[src/design/bess_pkg.sv]
`default_nettype none

package bess_pkg;

    localparam int NUM_LABELS  = 9;
    localparam int LABEL_W     = 4;
    localparam int TOTAL_W     = 32;
    localparam int QUEUE_DEPTH = 4;

    typedef logic [LABEL_W-1:0] label_t;
    typedef logic [TOTAL_W-1:0] total_t;

    localparam label_t TAG_O = 4'd0;

    // One classified token as it waits between front and back.
    typedef struct packed {
        label_t pred;
        label_t gold;
        logic   last;
        logic   clr;
    } token_word_t;

    function automatic logic is_b(input label_t t);
        return (t < LABEL_W'(NUM_LABELS)) && t[0];
    endfunction

    function automatic logic is_i(input label_t t);
        return (t < LABEL_W'(NUM_LABELS)) && (t != TAG_O) && !t[0];
    endfunction

endpackage

`default_nettype wire

[src/design/bess_front.sv]
`default_nettype none

module bess_front
    import bess_pkg::*;
#(
    parameter int SCORE_WIDTH = 16
)
(
    input  wire logic signed [SCORE_WIDTH-1:0] score_o,
    input  wire logic signed [SCORE_WIDTH-1:0] score_b_per,
    input  wire logic signed [SCORE_WIDTH-1:0] score_i_per,
    input  wire logic signed [SCORE_WIDTH-1:0] score_b_org,
    input  wire logic signed [SCORE_WIDTH-1:0] score_i_org,
    input  wire logic signed [SCORE_WIDTH-1:0] score_b_loc,
    input  wire logic signed [SCORE_WIDTH-1:0] score_i_loc,
    input  wire logic signed [SCORE_WIDTH-1:0] score_b_misc,
    input  wire logic signed [SCORE_WIDTH-1:0] score_i_misc,
    input  wire label_t                        gold_label,
    input  wire logic                          last_token,
    input  wire logic                          clear_totals,
    input  wire logic                          in_valid,
    input  wire logic                          queue_full,
    output logic                               push,
    output token_word_t                        word
);

    logic signed [SCORE_WIDTH-1:0] v1 [4];
    label_t                        i1 [4];
    logic signed [SCORE_WIDTH-1:0] v2 [2];
    label_t                        i2 [2];
    logic signed [SCORE_WIDTH-1:0] v3;
    label_t                        i3;
    label_t                        pred;

    // Left operand always carries the lower index, so only a strict win moves right:
    // that keeps the first maximum.
    always_comb
    begin
        v1[0] = (score_b_per  > score_o)     ? score_b_per  : score_o;
        i1[0] = (score_b_per  > score_o)     ? 4'd1 : 4'd0;
        v1[1] = (score_b_org  > score_i_per) ? score_b_org  : score_i_per;
        i1[1] = (score_b_org  > score_i_per) ? 4'd3 : 4'd2;
        v1[2] = (score_b_loc  > score_i_org) ? score_b_loc  : score_i_org;
        i1[2] = (score_b_loc  > score_i_org) ? 4'd5 : 4'd4;
        v1[3] = (score_b_misc > score_i_loc) ? score_b_misc : score_i_loc;
        i1[3] = (score_b_misc > score_i_loc) ? 4'd7 : 4'd6;
        for (int k = 0; k < 2; k++)
        begin
            v2[k] = (v1[2*k+1] > v1[2*k]) ? v1[2*k+1] : v1[2*k];
            i2[k] = (v1[2*k+1] > v1[2*k]) ? i1[2*k+1] : i1[2*k];
        end
        v3   = (v2[1] > v2[0]) ? v2[1] : v2[0];
        i3   = (v2[1] > v2[0]) ? i2[1] : i2[0];
        pred = (score_i_misc > v3) ? 4'd8 : i3;
    end

    assign push      = in_valid && !queue_full;
    assign word.pred = pred;
    assign word.gold = gold_label;
    assign word.last = last_token;
    assign word.clr  = clear_totals;

endmodule

`default_nettype wire

[src/design/bess_queue.sv]
`default_nettype none

module bess_queue
    import bess_pkg::*;
(
    input  wire logic        clk,
    input  wire logic        rst_n,
    input  wire logic        push,
    input  wire token_word_t push_word,
    output logic             full,
    input  wire logic        pop,
    output logic             head_valid,
    output token_word_t      head_word
);

    localparam int PTR_W = $clog2(QUEUE_DEPTH);
    localparam int CNT_W = $clog2(QUEUE_DEPTH + 1);

    token_word_t        mem [QUEUE_DEPTH];
    logic [PTR_W-1:0]   wr_ptr_reg;
    logic [PTR_W-1:0]   rd_ptr_reg;
    logic [CNT_W-1:0]   count_reg;
    logic [CNT_W-1:0]   count_next;

    assign full       = (count_reg == CNT_W'(QUEUE_DEPTH));
    assign head_valid = (count_reg != '0);
    assign head_word  = mem[rd_ptr_reg];

    always_comb
    begin
        count_next = count_reg;
        if (push && !pop)
        begin
            count_next = count_reg + 1'b1;
        end
        else if (pop && !push)
        begin
            count_next = count_reg - 1'b1;
        end
    end

    always_ff @(posedge clk)
    begin
        if (push)
        begin
            mem[wr_ptr_reg] <= push_word;
        end
    end

    always_ff @(posedge clk or negedge rst_n)
    begin
        if (!rst_n)
        begin
            wr_ptr_reg <= '0;
            rd_ptr_reg <= '0;
            count_reg  <= '0;
        end
        else
        begin
            if (push)
            begin
                wr_ptr_reg <= (wr_ptr_reg == PTR_W'(QUEUE_DEPTH - 1)) ? '0 : wr_ptr_reg + 1'b1;
            end
            if (pop)
            begin
                rd_ptr_reg <= (rd_ptr_reg == PTR_W'(QUEUE_DEPTH - 1)) ? '0 : rd_ptr_reg + 1'b1;
            end
            count_reg <= count_next;
        end
    end

endmodule

`default_nettype wire

[src/design/bess_back.sv]
`default_nettype none

module bess_back
    import bess_pkg::*;
#(
    parameter int MAX_ENTITIES = 32,
    parameter int MAX_TOKENS   = 128
)
(
    input  wire logic        clk,
    input  wire logic        rst_n,
    input  wire logic        head_valid,
    input  wire token_word_t head_word,
    output logic             pop,
    output logic             out_valid,
    input  wire logic        out_stall,
    output total_t           true_pos,
    output total_t           false_pos,
    output total_t           false_neg
);

    localparam int POS_W = $clog2(MAX_TOKENS + 1);
    localparam int CNT_W = $clog2(MAX_ENTITIES + 1);

    logic [POS_W-1:0] pos_reg, pos_next;
    label_t           prev_p_reg, prev_p_next;
    label_t           prev_g_reg, prev_g_next;
    logic             p_open_reg, p_open_next;
    logic [POS_W-1:0] p_start_reg, p_start_next;
    label_t           p_type_reg, p_type_next;
    logic             g_open_reg, g_open_next;
    logic [POS_W-1:0] g_start_reg, g_start_next;
    label_t           g_type_reg, g_type_next;
    logic [CNT_W-1:0] p_cnt_reg, p_cnt_next;
    logic [CNT_W-1:0] g_cnt_reg, g_cnt_next;
    logic [CNT_W-1:0] match_reg, match_next;
    total_t           tp_reg, tp_next;
    total_t           fp_reg, fp_next;
    total_t           fn_reg, fn_next;
    logic             out_valid_reg, out_valid_next;
    total_t           out_tp_reg, out_fp_reg, out_fn_reg;

    // token-stage (1) and sequence-end (2) views of the trackers
    logic             active;
    logic             p_brk, g_brk, pc1, gc1, pc2, gc2;
    logic             p_open1, g_open1;
    logic [POS_W-1:0] p_start1, g_start1;
    label_t           p_type1, g_type1;
    logic [CNT_W-1:0] p_cnt1, g_cnt1, match1;
    logic [CNT_W-1:0] p_cnt2, g_cnt2, match2;
    total_t           tp_base, fp_base, fn_base;
    logic             out_free;

    function automatic total_t sat_add(input total_t base, input logic [CNT_W-1:0] inc);
        logic [TOTAL_W:0] sum;
        sum = {1'b0, base} + (TOTAL_W+1)'(inc);
        return sum[TOTAL_W] ? '1 : sum[TOTAL_W-1:0];
    endfunction

    assign out_free = !out_valid_reg || !out_stall;
    assign pop      = head_valid && (!head_word.last || out_free);
    assign active   = pos_reg < POS_W'(MAX_TOKENS);

    always_comb
    begin
        // token update; an open span breaks on anything but an I tag
        p_brk    = p_open_reg && !is_i(head_word.pred);
        g_brk    = g_open_reg && !is_i(head_word.gold);
        pc1      = p_brk && (p_cnt_reg < CNT_W'(MAX_ENTITIES));
        gc1      = g_brk && (g_cnt_reg < CNT_W'(MAX_ENTITIES));
        p_open1  = p_open_reg;
        p_start1 = p_start_reg;
        p_type1  = p_type_reg;
        g_open1  = g_open_reg;
        g_start1 = g_start_reg;
        g_type1  = g_type_reg;
        p_cnt1   = p_cnt_reg;
        g_cnt1   = g_cnt_reg;
        match1   = match_reg;
        if (active)
        begin
            p_cnt1  = p_cnt_reg + CNT_W'(pc1);
            g_cnt1  = g_cnt_reg + CNT_W'(gc1);
            match1  = match_reg + CNT_W'(pc1 && gc1 && (p_start_reg == g_start_reg)
                                         && (p_type_reg == g_type_reg));
            p_open1 = p_open_reg && !p_brk;
            g_open1 = g_open_reg && !g_brk;
            if (!p_open1 && (is_b(head_word.pred) || (is_i(head_word.pred)
                && (pos_reg == '0 || prev_p_reg == TAG_O))))
            begin
                p_open1  = 1'b1;
                p_start1 = pos_reg;
                p_type1  = head_word.pred;
            end
            if (!g_open1 && (is_b(head_word.gold) || (is_i(head_word.gold)
                && (pos_reg == '0 || prev_g_reg == TAG_O))))
            begin
                g_open1  = 1'b1;
                g_start1 = pos_reg;
                g_type1  = head_word.gold;
            end
        end

        // sequence end closes whatever is still open
        pc2    = p_open1 && (p_cnt1 < CNT_W'(MAX_ENTITIES));
        gc2    = g_open1 && (g_cnt1 < CNT_W'(MAX_ENTITIES));
        p_cnt2 = p_cnt1 + CNT_W'(pc2);
        g_cnt2 = g_cnt1 + CNT_W'(gc2);
        match2 = match1 + CNT_W'(pc2 && gc2 && (p_start1 == g_start1) && (p_type1 == g_type1));

        tp_base = head_word.clr ? '0 : tp_reg;
        fp_base = head_word.clr ? '0 : fp_reg;
        fn_base = head_word.clr ? '0 : fn_reg;

        pos_next       = pos_reg;
        prev_p_next    = prev_p_reg;
        prev_g_next    = prev_g_reg;
        p_open_next    = p_open_reg;
        p_start_next   = p_start_reg;
        p_type_next    = p_type_reg;
        g_open_next    = g_open_reg;
        g_start_next   = g_start_reg;
        g_type_next    = g_type_reg;
        p_cnt_next     = p_cnt_reg;
        g_cnt_next     = g_cnt_reg;
        match_next     = match_reg;
        tp_next        = tp_reg;
        fp_next        = fp_reg;
        fn_next        = fn_reg;
        out_valid_next = out_valid_reg && out_stall;

        if (pop)
        begin
            tp_next = tp_base;
            fp_next = fp_base;
            fn_next = fn_base;
            if (head_word.last)
            begin
                tp_next        = sat_add(tp_base, match2);
                fp_next        = sat_add(fp_base, p_cnt2 - match2);
                fn_next        = sat_add(fn_base, g_cnt2 - match2);
                out_valid_next = 1'b1;
                pos_next       = '0;
                prev_p_next    = TAG_O;
                prev_g_next    = TAG_O;
                p_open_next    = 1'b0;
                p_start_next   = '0;
                p_type_next    = TAG_O;
                g_open_next    = 1'b0;
                g_start_next   = '0;
                g_type_next    = TAG_O;
                p_cnt_next     = '0;
                g_cnt_next     = '0;
                match_next     = '0;
            end
            else
            begin
                if (active)
                begin
                    pos_next    = pos_reg + 1'b1;
                    prev_p_next = head_word.pred;
                    prev_g_next = head_word.gold;
                end
                p_open_next  = p_open1;
                p_start_next = p_start1;
                p_type_next  = p_type1;
                g_open_next  = g_open1;
                g_start_next = g_start1;
                g_type_next  = g_type1;
                p_cnt_next   = p_cnt1;
                g_cnt_next   = g_cnt1;
                match_next   = match1;
            end
        end
    end

    always_ff @(posedge clk or negedge rst_n)
    begin
        if (!rst_n)
        begin
            pos_reg       <= '0;
            prev_p_reg    <= TAG_O;
            prev_g_reg    <= TAG_O;
            p_open_reg    <= 1'b0;
            p_start_reg   <= '0;
            p_type_reg    <= TAG_O;
            g_open_reg    <= 1'b0;
            g_start_reg   <= '0;
            g_type_reg    <= TAG_O;
            p_cnt_reg     <= '0;
            g_cnt_reg     <= '0;
            match_reg     <= '0;
            tp_reg        <= '0;
            fp_reg        <= '0;
            fn_reg        <= '0;
            out_valid_reg <= 1'b0;
        end
        else
        begin
            pos_reg       <= pos_next;
            prev_p_reg    <= prev_p_next;
            prev_g_reg    <= prev_g_next;
            p_open_reg    <= p_open_next;
            p_start_reg   <= p_start_next;
            p_type_reg    <= p_type_next;
            g_open_reg    <= g_open_next;
            g_start_reg   <= g_start_next;
            g_type_reg    <= g_type_next;
            p_cnt_reg     <= p_cnt_next;
            g_cnt_reg     <= g_cnt_next;
            match_reg     <= match_next;
            tp_reg        <= tp_next;
            fp_reg        <= fp_next;
            fn_reg        <= fn_next;
            out_valid_reg <= out_valid_next;
        end
    end

    always_ff @(posedge clk)
    begin
        if (pop && head_word.last)
        begin
            out_tp_reg <= tp_next;
            out_fp_reg <= fp_next;
            out_fn_reg <= fn_next;
        end
    end

    assign out_valid = out_valid_reg;
    assign true_pos  = out_tp_reg;
    assign false_pos = out_fp_reg;
    assign false_neg = out_fn_reg;

    // matches never outnumber the spans of either kind
    assert property (@(posedge clk) disable iff (!rst_n)
        (match_reg <= p_cnt_reg) && (match_reg <= g_cnt_reg))
        else $error("match count exceeds span count");

    assert property (@(posedge clk) disable iff (!rst_n)
        (p_cnt_reg <= CNT_W'(MAX_ENTITIES)) && (g_cnt_reg <= CNT_W'(MAX_ENTITIES)))
        else $error("span count beyond entity limit");

    assert property (@(posedge clk) disable iff (!rst_n)
        pop && head_word.last |=> out_valid_reg && (pos_reg == '0) && !p_open_reg && !g_open_reg)
        else $error("sequence end did not post totals and clear trackers");

    assert property (@(posedge clk) disable iff (!rst_n)
        head_valid && head_word.last && out_valid_reg && out_stall |-> !pop)
        else $error("last word popped over an untaken result");

endmodule

`default_nettype wire

[src/design/bio_entity_span_scoring.sv]
`default_nettype none

// BIO entity span scorer. Takes one token word per cycle while in_stall is low (nine
// class scores and a gold tag), picks the first highest score as the predicted tag,
// chunks predicted and gold tags into entity spans and, on the word marked last_token,
// returns saturating running totals of true positives, false positives and false
// negatives. Throughput is one word per clock while in_stall is low: the argmax tree
// sits in the front, the span trackers and total adders sit in the back, and a
// four-word queue sits between them. A result is registered in the back after its
// last word has passed through the queue; while a result waits on out_stall the back
// keeps consuming words that are not marked last, and in_stall rises only when the
// queue is full.
module bio_entity_span_scoring
    import bess_pkg::*;
#(
    parameter int MAX_ENTITIES = 32,
    parameter int MAX_TOKENS   = 128,
    parameter int SCORE_WIDTH  = 16
)
(
    input  wire logic                          clk,
    input  wire logic                          rst_n,
    input  wire logic                          in_valid,
    output logic                               in_stall,
    input  wire logic signed [SCORE_WIDTH-1:0] score_o,
    input  wire logic signed [SCORE_WIDTH-1:0] score_b_per,
    input  wire logic signed [SCORE_WIDTH-1:0] score_i_per,
    input  wire logic signed [SCORE_WIDTH-1:0] score_b_org,
    input  wire logic signed [SCORE_WIDTH-1:0] score_i_org,
    input  wire logic signed [SCORE_WIDTH-1:0] score_b_loc,
    input  wire logic signed [SCORE_WIDTH-1:0] score_i_loc,
    input  wire logic signed [SCORE_WIDTH-1:0] score_b_misc,
    input  wire logic signed [SCORE_WIDTH-1:0] score_i_misc,
    input  wire label_t                        gold_label,
    input  wire logic                          last_token,
    input  wire logic                          clear_totals,
    output logic                               out_valid,
    input  wire logic                          out_stall,
    output total_t                             true_pos,
    output total_t                             false_pos,
    output total_t                             false_neg
);

    logic        push;
    logic        pop;
    logic        head_valid;
    token_word_t push_word;
    token_word_t head_word;

    bess_front #(
        .SCORE_WIDTH (SCORE_WIDTH)
    ) u_front (
        .score_o      (score_o),
        .score_b_per  (score_b_per),
        .score_i_per  (score_i_per),
        .score_b_org  (score_b_org),
        .score_i_org  (score_i_org),
        .score_b_loc  (score_b_loc),
        .score_i_loc  (score_i_loc),
        .score_b_misc (score_b_misc),
        .score_i_misc (score_i_misc),
        .gold_label   (gold_label),
        .last_token   (last_token),
        .clear_totals (clear_totals),
        .in_valid     (in_valid),
        .queue_full   (in_stall),
        .push         (push),
        .word         (push_word)
    );

    bess_queue u_queue (
        .clk        (clk),
        .rst_n      (rst_n),
        .push       (push),
        .push_word  (push_word),
        .full       (in_stall),
        .pop        (pop),
        .head_valid (head_valid),
        .head_word  (head_word)
    );

    bess_back #(
        .MAX_ENTITIES (MAX_ENTITIES),
        .MAX_TOKENS   (MAX_TOKENS)
    ) u_back (
        .clk        (clk),
        .rst_n      (rst_n),
        .head_valid (head_valid),
        .head_word  (head_word),
        .pop        (pop),
        .out_valid  (out_valid),
        .out_stall  (out_stall),
        .true_pos   (true_pos),
        .false_pos  (false_pos),
        .false_neg  (false_neg)
    );

endmodule

`default_nettype wire
[config.mk]
export PLATFORM = sky130hd
export DESIGN_NAME = bio_entity_span_scoring
export DESIGN_NICKNAME = d
export VERILOG_FILES = /design/src/design/bess_pkg.sv /design/src/design/bess_front.sv /design/src/design/bess_queue.sv /design/src/design/bess_back.sv /design/src/design/bio_entity_span_scoring.sv
export SDC_FILE = /design/constraint.sdc
export NUM_CORES = 1
export LEC_CHECK = 0
export BUFFER_PORTS_ARGS = -buffer_cell sky130_fd_sc_hd__buf_2
export CAP_MARGIN = 5
export CORE_ASPECT_RATIO = 0.5
export CORE_MARGIN = 4
export CORE_UTILIZATION = 39
export CTS_CLUSTER_DIAMETER = 200
export DETAILED_ROUTE_END_ITERATION = 6
export GPL_ROUTABILITY_DRIVEN = 0
export PLACE_DENSITY_LB_ADDON = 0.25
export SYNTH_ARGS = -nofsm -noshare
export SYNTH_HDL_FRONTEND = slang
export SYNTH_SLANG_ARGS = --single-unit
[constraint.sdc]
create_clock -name clk -period 10.6 [get_ports clk]
set_clock_uncertainty 0.05 [all_clocks]
set_input_delay 0.53 -clock clk [delete_from_list [all_inputs] [get_ports clk]]
set_output_delay 0.53 -clock clk [all_outputs]
set_load 0.02 [all_outputs]
After elaboration in Yosys (flattened, before gate mapping). Memory sizes are Yosys's and may differ from the RTL's. Cells that the tools add are included.

Flip-flop bits (word level): 260. Memory bits (writable): 40. Output and inout bits: 98. Logic and storage cells: 185. Memories kept: 1.

Memories: u_queue.mem (words 4, width 10, rd ports 1, clocked after Yosys merged registers in 0, wr ports 1, RTL line bess_queue.sv:19) `token_word_t mem [QUEUE_DEPTH];`.

$add $sub $neg: 16. Order comparisons: 15. Eq/ne operators: 7. Multiplexer cells: 65. Reductions and logical operators: 59.

Operator list (number): 2-to-1 mux 32 bit (12); > comparator 16 bit (8); 2-to-1 mux 16 bit (7); adder 32 x 6 -> 33 bit (3); 2-to-1 mux 8 bit (8); 2-to-1 mux 4 bit (14); adder 6 x 1 -> 6 bit (6); 2-to-1 mux 6 bit (6); logical AND 1 bit (30); < comparator 6 bit (second input constant) (4); equality test 8 bit (2); logical NOT 1 bit (14); 2-to-1 mux 1 bit (14); subtractor 6 bit (2); adder 8 x 1 -> 8 bit (second input constant) (1); equality test 4 bit (2); logical NOT 4 bit (2); logical NOT 8 bit (1); < comparator 4 bit (second input constant) (2); < comparator 8 bit (second input constant) (1); nonzero test 4 bit (2); logical OR 1 bit (6); 2-to-1 mux 3 bit (2); adder 2 x 1 -> 2 bit (second input constant) (2); other kinds (8) (11).

Longest topological paths before layout. Gate-level depths: netlist (run 1). An unclocked memory read counts as a cell.

Depth after elaboration: 22. Mapped depth: 45. Mapped depth without buffers: 41.

By module. From an unflattened synthesis (run 1), not the netlist that was laid out.

Cell total of the unflattened synthesis: 2134. Area total of the unflattened synthesis: 20452.1 sq um.

By module, submodules not included: bess_back (times used 1, cells each 1388, area an instance 13804.5 sq um, seq. area each 6811.5 sq um); bess_front (times used 1, cells each 657, area an instance 4784.6 sq um, seq. area each 0.0 sq um); bess_queue (times used 1, cells each 89, area an instance 1863.0 sq um, seq. area each 1376.3 sq um).

Worst setup path after synthesis (run 1). No wires, ideal clock.

Kind: input port to flip-flop. Start: input port score_i_per[15]. End: memory u_queue.mem[0][6] in the netlist's numbering (data pin). Data arrival time: 8.469 ns. Data required time: 10.333 ns. Setup slack: 1.863 ns. Stages on the path: 41. Path buffers: 2. Cells stage by stage: inv_1 ha_1 buf_2 nand4_1 nor4_1 a21o_1 or3_1 a21oi_1 nor2_1 clkbuf_1 mux2_2 ha_1 a21o_1 a21o_1 a21oi_1 o21ai_0 a21o_1 a21oi_1 [... 5 more ...] o21a_1 o21a_1 o21a_1 o21a_1 o21a_1 o21a_1 o31ai_1 mux2i_1 ha_1 nor2b_1 o21a_1 o21a_1 o21ai_0 nand2b_1 a21oi_1 or3_1 a41oi_1 a211oi_1.

RTL lines: from (decl) (RTL line bio_entity_span_scoring.sv:27) `input wire logic signed [SCORE_WIDTH-1:0] score_i_per,`; to (decl) (RTL line bess_queue.sv:19).

==> flow_summary_export.csv, run 1 <==
group,metric,value,unit
status,outcome,"completed",
sta,period_share,90.22,%
floorplan,core,50440,um2
sta,hold_violations,0,
min_path,min_path_type,"in2async",
run,max-cap-violations,0,
synthesis,synth_cell_types,81,
critical_path,path_buf_inv,3,
synthesis,yosysWarnings,0,
synthesis,synth_ff_type,"dfrtp_1",
sta,max_freq,104.6,MHz
clocking,post_cts_buffers,0,
synthesis,syn_inst,2127,
power,leakage,10.33,nW
sta,slew-limit-headroom,24.07,%
global_route,grt_pass1_wl,85.66,mm
routing,via_count,16740,
critical_path,arrival,9810,ps
critical_path,critPathKind,"in2reg",
finish,final_common_cell,"buf_2",
floorplan,num_rows,58,
clocking,htreeDepth,1,
sta,max_slew.worst_pin.slew,1139,ps
sta,slew_viol_final,0,
finish,n_antenna_cell,0,
routing,viasPerCell,5.467,
routing,highest-signal-layer,"met5",
routing,drt_iter0_markers,1089,
synthesis,syn_area,19980,um2
floorplan,pin_count,252,
synthesis,synthArstFlopShare,54.67,%
power,powerDensity,312.7,nW/um2
routing,routed_wirelength,53.23,mm
clocking,cts_sinks,300,
place,portBuffers,251,
floorplan,start_util,39.61,%
routing,drc_errors,0,
finish,final_cell_mix,"buf_2, a21oi_1, nand2_1",
finish,largest_reg_flops,40,
sta,finalCriticalPeriod,9564,ps
synthesis,syn-num-nets,2466,
clocking,cts_tree,"done",
synthesis,seq_area_frac_synth,40.98,%
floorplan,die_h,168.0,um
floorplan,die_x,328.1,um
routing,wire_per_inst,17.39,um
sta,rsz0062_at_grt,"false",
finish,regMostFlops,"u_queue.mem",
clocking,ctsResizeCount,0,
synthesis,synth_area_per_cell,9.393,um2
floorplan,die_area,55130,um2
clocking,cts_buffers,31,
clocking,clkLatencyLatePin,590,ps
synthesis,synth_edf_count,136,
global_route,grt_max_degree,106,
global_route,grt_overflow,0,
synthesis,yosys_register_bits,300,
global_route,grt_usage,18.76,%
finish,fillers,4908,
clocking,clockBufferDepth,3,
critical_path,cp_max_fo,18,
global_route,grt_pass1_vias,16250,
finish,nets,2685,
sta,setup_viol,0,
routing,dr_wl_met3,2.409,mm
critical_path,cp-start-kind,"input pin",
routing,first_pass_iters,5,
clocking,clk_pin_slew_worst_paths,60,ps
critical_path,crit_slowest_cell,"nor2_1",
routing,postRouteAntennaNets,0,
place,place.detailed.hpwl,38.87,mm
finish,final_layout_size_suffix_gt1_share,16.36,%
clocking,cts_root_buffer,"clkbuf_16",
critical_path,crit_required,10850,ps
sta,setup_tns,0,ps
clocking,ctsHoldBuffers,0,
critical_path,endpoint_kind,"register",
power,vdd_drop_max,159.1,uV
routing,dr_wl_met2,25.51,mm
critical_path,max_stage_delay,650,ps
routing,wl_met1,24.19,mm
finish,syn2layout_area_growth,14.88,%
finish,utilization,45.51,%
critical_path,critical_path.top_delay_family,"compound AO/OA/AOI/OAI gates",
global_route,antenna_found_initial,3,
[synthesized netlist by cell type (42+ instances only)]
| library cell | number | share of area [%] |
|---|---|---|
| nand4_1 | 42 | 1.3 |
| inv_1 | 139 | 2.6 |
| clkbuf_1 | 71 | 1.3 |
| edfxtp_1 | 136 | 20 |
| o21ai_0 | 162 | 4.1 |
| mux2i_1 | 44 | 2.2 |
| xnor2_1 | 45 | 2.0 |
| nor2_1 | 161 | 3.0 |
| dfrtp_1 | 164 | 21 |
| nand2_1 | 187 | 3.5 |
| a21oi_1 | 217 | 5.4 |
| nand3_1 | 84 | 2.1 |
| ha_1 | 179 | 11 |
[path summary, 6_finish.rpt]
| path | start | endpoint | slack (ps) | depth (start not counted) |
|---|---|---|---|---|
| hold / removal | rst_n | u_back.fn_reg[2] | 70 | 1 |
| setup / recovery | score_i_loc[15] | u_queue.mem[1][6] | 1040 | 36 |
| hold reg to reg | u_queue.count_reg[2] | u_queue.count_reg[2] | 430 | 1 |
| setup reg to reg | u_queue.rd_ptr_reg[0] | u_back.false_pos[17] | 1100 | 32 |
| max in group asynchronous | rst_n | u_back.fp_reg[3] | 9010 | 2 |
| min in group clk | clear_totals | u_queue.mem[1][0] | 130 | 1 |
[cell type report]
type / count / area [um2] / area share, %
multi-input cells: 1593 / 10880 / 47.42
repair buffers: 280 / 1480 / 6.449
inverters: 140 / 528.0 / 2.300
well taps: 690 / 863.3 / 3.761
flip-flops and latches: 300 / 8188 / 35.67
clock inverters: 16 / 162.7 / 0.7087
clock buffers: 42 / 847.1 / 3.691
[layer usage]
metal	vias up	GRT usage [%]
met1	8061	24.93
met5	-	0
li1	8227	-
met2	374	32.52
met4	4	4.162
met3	70	2.801
[metrics by stage]
step | power, W | cell area [um2] | hold WS (ps) | worst slack [ps] | std cells
6_report | 0.007177 | 22950 | 68.15 | 1036 | 3061
5_1_grt | 0.007773 | 22950 | 101.4 | 149.3 | 3061
3_5_place_dp | 0.006084 | 21940 | 428.9 | 617.5 | 3003
3_3_place_gp | 0.006026 | 21940 | 423.5 | 931.6 | 3003
2_1_floorplan | 0.004981 | 19980 | 184.4 | 1863 | 2127
4_1_cts | 0.007218 | 22950 | 93.15 | 1086 | 3061
[power by group]
part           switching (W)  internal (W)  total, W
clock network       0.000462      0.000632   0.00109
logic                0.00256       0.00141   0.00396
registers           0.000249       0.00187   0.00212
[worst register-to-register path: cells and delay by family (launching register included)]
family	cells	cell delay, ps
mux	1	780
buf+inv	2	300
fa+ha+maj	6	1720
flops	1	810
compound gates	12	2610
simple gates	8	2610
xor+xnor	3	470
[cells by family (layout without fill, tap and decap cells)]
| family | Yosys count | in the layout | synth area share [%] |
|---|---|---|---|
| AOI/OAI and AO/OA | 609 | 609 | 18.98 |
| muxes | 81 | 81 | 4.891 |
| xor gates and xnor gates | 70 | 70 | 3.069 |
| buffers and inverters | 234 | 478 | 4.628 |
| adders and majority gates | 185 | 185 | 11.81 |
| and+or+nand+nor | 648 | 648 | 15.64 |
| DFF | 300 | 300 | 40.98 |
No activity file was read; power rests on OpenSTA's default activity.
==> inputs of run 2 (changes only) <==
ABC_AREA = 1   (was not set)
SETUP_SLACK_MARGIN = 0.5   (was not set)
==> flow_summary_export.csv, run 2 <==
group,metric,value,unit
status,outcome,"completed",
critical_path,setup.worst_path.start,"score_i_per[15]",
routing,wire_per_inst,14.73,um
critical_path,crit_top_cell,"nand2_1",
sta,hold_violations,0,
critical_path,reg2reg_slack,2160,ps
min_path,min_path_type,"in2async",
synthesis,synth_ff_type,"dfrtp_1",
synthesis,ys_top_cells_by_area,"dfrtp_1, edfxtp_1, ha_1, nand2_1, inv_1",
critical_path,critPathKind,"in2reg",
sta,fin_ws,1721,ps
clocking,post_cts_buffers,0,
synthesis,synth_area_per_cell,8.032,um2
critical_path,crit_required,10790,ps
floorplan,core,52040,um2
global_route,antenna_found_initial,2,
clocking,clk_pin_slew_worst_paths,60,ps
clocking,cts_sinks,300,
global_route,grt_pass1_vias,16810,
routing,routed_wirelength,51.72,mm
sta,setup_viol,0,
critical_path,arrival,9070,ps
global_route,grtUsageMet1,23.01,%
routing,drc_errors,0,
global_route,busiest_layer,"met2",
finish,syn2layout_area_growth,14.75,%
place,place.detailed.hpwl,38.32,mm
synthesis,seq_area_frac_synth,39.81,%
floorplan,pin_count,252,
synthesis,synthArstFlopShare,54.67,%
finish,regMostFlops,"u_queue.mem",
global_route,grt_use_met2,31.82,%
critical_path,cp_max_fo,31,
routing,via_count,17400,
critical_path,crit_slowest_cell,"nand3_1",
floorplan,die_x,332.8,um
critical_path,max_stage_delay,770,ps
finish,fillers,5209,
sta,slew_viol_final,0,
sta,rsz0062_at_grt,"false",
global_route,grt_max_degree,88,
synthesis,synth_most_common_cell,"nand2_1",
floorplan,num_rows,59,
finish,utilization,45.35,%
routing,viasPerCell,4.954,
power,leakage,11.51,nW
routing,first_pass_iters,5,
synthesis,yosysWarnings,0,
sta,period_share,83.76,%
global_route,grt_util_met3,2.265,%
global_route,grt_usage,17.73,%
routing,drt_iter0_markers,998,
sta,finalCriticalPeriod,8879,ps
synthesis,synth_area_leader_cell,"dfrtp_1",
place,portBuffers,251,
clocking,clockBufferDepth,3,
global_route,grt_overflow,0,
synthesis,netlist.area_leader.share,19.95,%
floorplan,die_h,170.4,um
clocking,ctsResizeCount,0,
finish,final_layout_size_suffix_gt1_share,13.85,%
sta,holdWs,29.83,ps
synthesis,syn-num-nets,2900,
routing,postRouteAntennaNets,0,
critical_path,timing.rr.start,"u_queue.rd_ptr_reg[0]",
sta,setup_tns,0,ps
global_route,grt_pass1_wl,83.43,mm
clocking,cts_buffers,34,
clocking,ctsHoldBuffers,0,
clocking,cts_root_buffer,"clkbuf_16",
clocking,htreeDepth,2,
clocking,clkLatencyLatePin,530,ps
synthesis,yosys_register_bits,300,
floorplan,die_area,56700,um2
finish,nets,3123,
finish,largest_reg_flops,40,
run,max-cap-violations,0,
critical_path,endpoint_kind,"register",
synthesis,ys_top_cells_by_count,"nand2_1, inv_1, nor2_1",
power,powerDensity,338.2,nW/um2
synthesis,syn_inst,2561,
synthesis,synth_edf_count,136,
critical_path,cp-start-kind,"input pin",
synthesis,synth_cell_types,60,
synthesis,syn_area,20570,um2
sta,slew-limit-headroom,26.15,%
finish,final_cell_mix,"nand2_1, inv_1, buf_2",
clocking,cts_tree,"done",
place,place_ws,1112,ps
sta,max_freq,112.6,MHz
floorplan,start_util,39.52,%
power,vdd_drop_max,198.6,uV
finish,final_common_cell,"nand2_1",
sta,max_slew.worst_pin.slew,1105,ps
==> run 2: kinds of logic (layout without fill, tap and decap cells) <==
| kind of cell | after synthesis | count (layout) | share of synthesized area (%) |
|---|---|---|---|
| xor gates and xnor gates | 103 | 103 | 4.386 |
| muxes | 1 | 1 | 0.05474 |
| other | 0 | 2 | 0 |
| adders and majority gates | 185 | 185 | 11.47 |
| DFF | 300 | 300 | 39.81 |
| buffers and inverters | 527 | 775 | 10.17 |
| and+or+nand+nor | 1010 | 1010 | 21.72 |
| AOI/OAI and AO/OA | 435 | 435 | 12.40 |
==> run 2: worst paths after layout <==
path | end | depth (start not counted)
min reg2reg | u_back.prev_p_reg[1] | 2
max in group asynchronous | u_back.prev_g_reg[1] | 2
max reg2reg | u_back.false_neg[31] | 38
min | u_back.fn_reg[1] | 1
min in group clk | u_queue.mem[2][5] | 1
max | u_queue.mem[2][6] | 43
==> run 2: layout make-up <==
| cell class | instances | area (um2) | area share, % |
|---|---|---|---|
| diodes | 2 | 5.005 | 0.02120 |
| clock buffers | 41 | 908.4 | 3.848 |
| clock inverters | 20 | 257.7 | 1.092 |
| inverters | 450 | 1694 | 7.177 |
| multi-input cells | 1734 | 10310 | 43.69 |
| flip-flops and latches | 300 | 8188 | 34.69 |
| well taps | 701 | 877.1 | 3.716 |
| repair buffers | 264 | 1360 | 5.762 |
==> run 2: per-stage QoR <==
step / cell area [um2] / std cells / total power (W)
global placement: 22430 / 3449 / 0.006713
CTS: 23590 / 3510 / 0.008071
finish: 23600 / 3512 / 0.007984
global route: 23600 / 3512 / 0.008748
detailed placement: 22430 / 3449 / 0.006790
floorplan: 20570 / 2561 / 0.005604
==> run 2: report_power, final <==
part / switching [W] / leakage (nW) / internal (W)
sequential: 0.000209 / 3.42 / 0.00200
clock: 0.000479 / 0.559 / 0.000759
combinational: 0.00310 / 7.52 / 0.00145
total: 0.00378 / 11.5 / 0.00420
==> run 2: worst max-delay path: cells and delay by family <==
kind,cells,cell delay (ps)
buffers and inverters,7,980
AOI/OAI and AO/OA,4,580
adders and majority gates,4,1290
and+or+nand+nor,28,5700
==> run 2: metal layers <==
layer  wire (um)  part of all wire [%]
met1       23530                    45
met2       25410                    49
met3        1802                   3.5
met4         980                   1.9
met5           0                     0
==> inputs of run 3 (changes only) <==
ABC_AREA = 0   (was 1)
clock period = 9.2 ns   (was 10.6 ns; I/O delays follow)
==> flow_summary_export.csv, run 3 (synthesis results as in run 1) <==
group,metric,value,unit
status,outcome,"completed",
floorplan,core,50440,um2
clocking,clkLatencyLatePin,580,ps
sta,hold_violations,0,
global_route,antenna_found_initial,2,
sta,rsz0062_at_grt,"true",
power,power_frac_seq,28.1,%
routing,wire_per_inst,16.93,um
global_route,grtUsageMet1,24.73,%
critical_path,rr_endpoint,"u_back.false_pos[0]",
power,leakage,10.77,nW
critical_path,crit_top_cell,"o21a_1",
sta,slew_viol_final,0,
finish,final_common_cell,"buf_2",
min_path,min_path_type,"in2reg",
power,powerDensity,362.2,nW/um2
sta,max_freq,120.0,MHz
routing,drt_iter0_markers,1025,
floorplan,pin_count,252,
routing,routed_wirelength,53.10,mm
global_route,busiest_layer,"met2",
critical_path,cp_max_fo,10,
floorplan,die_x,328.1,um
critical_path,critPathKind,"in2reg",
power,p_int,0.004775,W
global_route,grt_pass1_wl,85.87,mm
critical_path,arrival,8580,ps
clocking,cts_buffers,31,
critical_path,crit_slowest_cell,"or3_1",
critical_path,crit_required,9440,ps
run,max-cap-violations,0,
global_route,grt_use_met2,33.06,%
routing,via_count,16900,
place,dp_cells,3071,
sta,setup_viol,0,
place,portBuffers,251,
global_route,grt_max_degree,95,
finish,final_cell_mix,"buf_2, a21oi_1, nand2_1",
finish,syn2layout_area_growth,18.98,%
sta,finalCriticalPeriod,8334,ps
finish,nets,2760,
sta,period_share,90.58,%
finish,final_layout_size_suffix_gt1_share,20.11,%
clocking,clockBufferDepth,3,
floorplan,die_h,168.0,um
routing,postRouteAntennaNets,0,
power,combPwrFrac,56.6,%
power,p_clk_share,15.3,%
global_route,grt_pass1_vias,16620,
critical_path,timing.rr.start,"u_queue.rd_ptr_reg[0]",
min_path,hold_path_depth,1,
place,place.detailed.hpwl,39.10,mm
clocking,cts_sinks,300,
routing,first_pass_iters,5,
power,switching_power,0.003834,W
floorplan,start_util,39.61,%
finish,utilization,47.13,%
floorplan,num_rows,58,
min_path,min_from,"clear_totals",
finish,largest_reg_flops,40,
clocking,clk_pin_slew_worst_paths,60,ps
critical_path,cp-start-kind,"input pin",
min_path,hold_path_end,"u_queue.mem[0][0]",
finish,n_antenna_cell,0,
routing,viasPerCell,5.388,
finish,regMostFlops,"u_queue.mem",
clocking,cts_tree,"done",
routing,drc_errors,0,
global_route,grt_overflow,0,
critical_path,reg2reg_slack,980,ps
power,vdd_drop_max,228.3,uV
power,p_sw_share,44.54,%
clocking,cts_root_buffer,"clkbuf_16",
clocking,htreeDepth,1,
global_route,grt_usage,18.81,%
critical_path,endpoint_kind,"register",
sta,max_slew.worst_pin.slew,952.8,ps
floorplan,die_area,55130,um2
critical_path,max_stage_delay,420,ps
critical_path,reg2reg_depth,32,
finish,final_cells,3136,
global_route,grt_util_met3,2.659,%
sta,slew-limit-headroom,36.48,%
-- run 3: cell count changes in the layout (fill, tap and decap cells not counted), sizes merged, moves of 56 or more --
cell	delta
nand2	-292
a21oi	+105
inv	-306
nor2	-88
nand3	-56
buf	+90
-- run 3: worst max-delay path, delay by kind of cell --
kind	cells	cell delay [ps]
AO/OA/AOI/OAI	23	4030
AND/OR/NAND/NOR	8	1620
adder cells (fa/ha/maj)	4	1140
buffers and inverters	6	670
multiplexers	2	630
-- run 3: timing repair --
item                       in CTS  in global routing
pin swaps                       0                  3
hold endpoints to repair       90                  0
setup endpoints to repair      47                130
setup buffers                   0                  6
hold buffers                    1                  0
resized for setup               6                 29
-- run 3: routing by layer --
metal  vias to the layer above  part of all wire (%)
met1                      8105                    46
met4                         2                   1.8
met2                       353                    48
met3                        60                   4.3
met5                         -                 0.021
li1                       8378                     -
-- run 3: cell type report --
type / count / area [um2]
multi-input cells: 1593 / 11030
inverters: 140 / 528.0
fillers: 4844 / 26670
flip-flops and latches: 300 / 8190
clock inverters: 19 / 236.5
repair buffers: 355 / 2096
well taps: 690 / 863.3
clock buffers: 39 / 825.8
-- run 3: power by group through the flow --
| stage | logic [W] | clock network, W | registers, W |
|---|---|---|---|
| after CTS | 0.00474 | 0.00136 | 0.00243 |
| after global routing | 0.00542 | 0.00142 | 0.00248 |
| after floorplan | 0.00304 | 0 | 0.00270 |
| after global placement | 0.00465 | 0 | 0.00244 |
| after detailed placement | 0.00469 | 0 | 0.00245 |
| final | 0.00487 | 0.00131 | 0.00242 |
-- run 3: worst max path at each step --
stage	startpoint	to	slack (ps)	cells past startpoint
after floorplan	score_i_per[15]	u_queue.mem[0][6]	530	41
after global placement	score_i_per[13]	u_queue.mem[2][6]	-260	41
final	score_i_per[12]	u_queue.mem[2][7]	870	43
after detailed placement	score_i_per[13]	u_queue.mem[2][6]	-470	36
after global routing	u_queue.rd_ptr_reg[0]	u_back.false_pos[13]	450	33
after CTS	score_i_loc[15]	u_queue.mem[1][6]	570	36
-- run 3: per-stage QoR --
stage | power (W) | setup WS, ps | hold slack, ps | instance area, um2 | TNS [ps]
floorplan | 0.005739 | 533.4 | 114.4 | 19980 | 0
global placement | 0.007089 | -258.5 | 429.0 | 22480 | -3074
detailed placement | 0.007139 | -473.0 | 433.4 | 22480 | -6131
CTS | 0.008526 | 567.3 | 29.64 | 23570 | 0
global route | 0.009312 | 448.1 | 37.15 | 23770 | 0
finish | 0.008609 | 866.4 | 63.12 | 23770 | 0
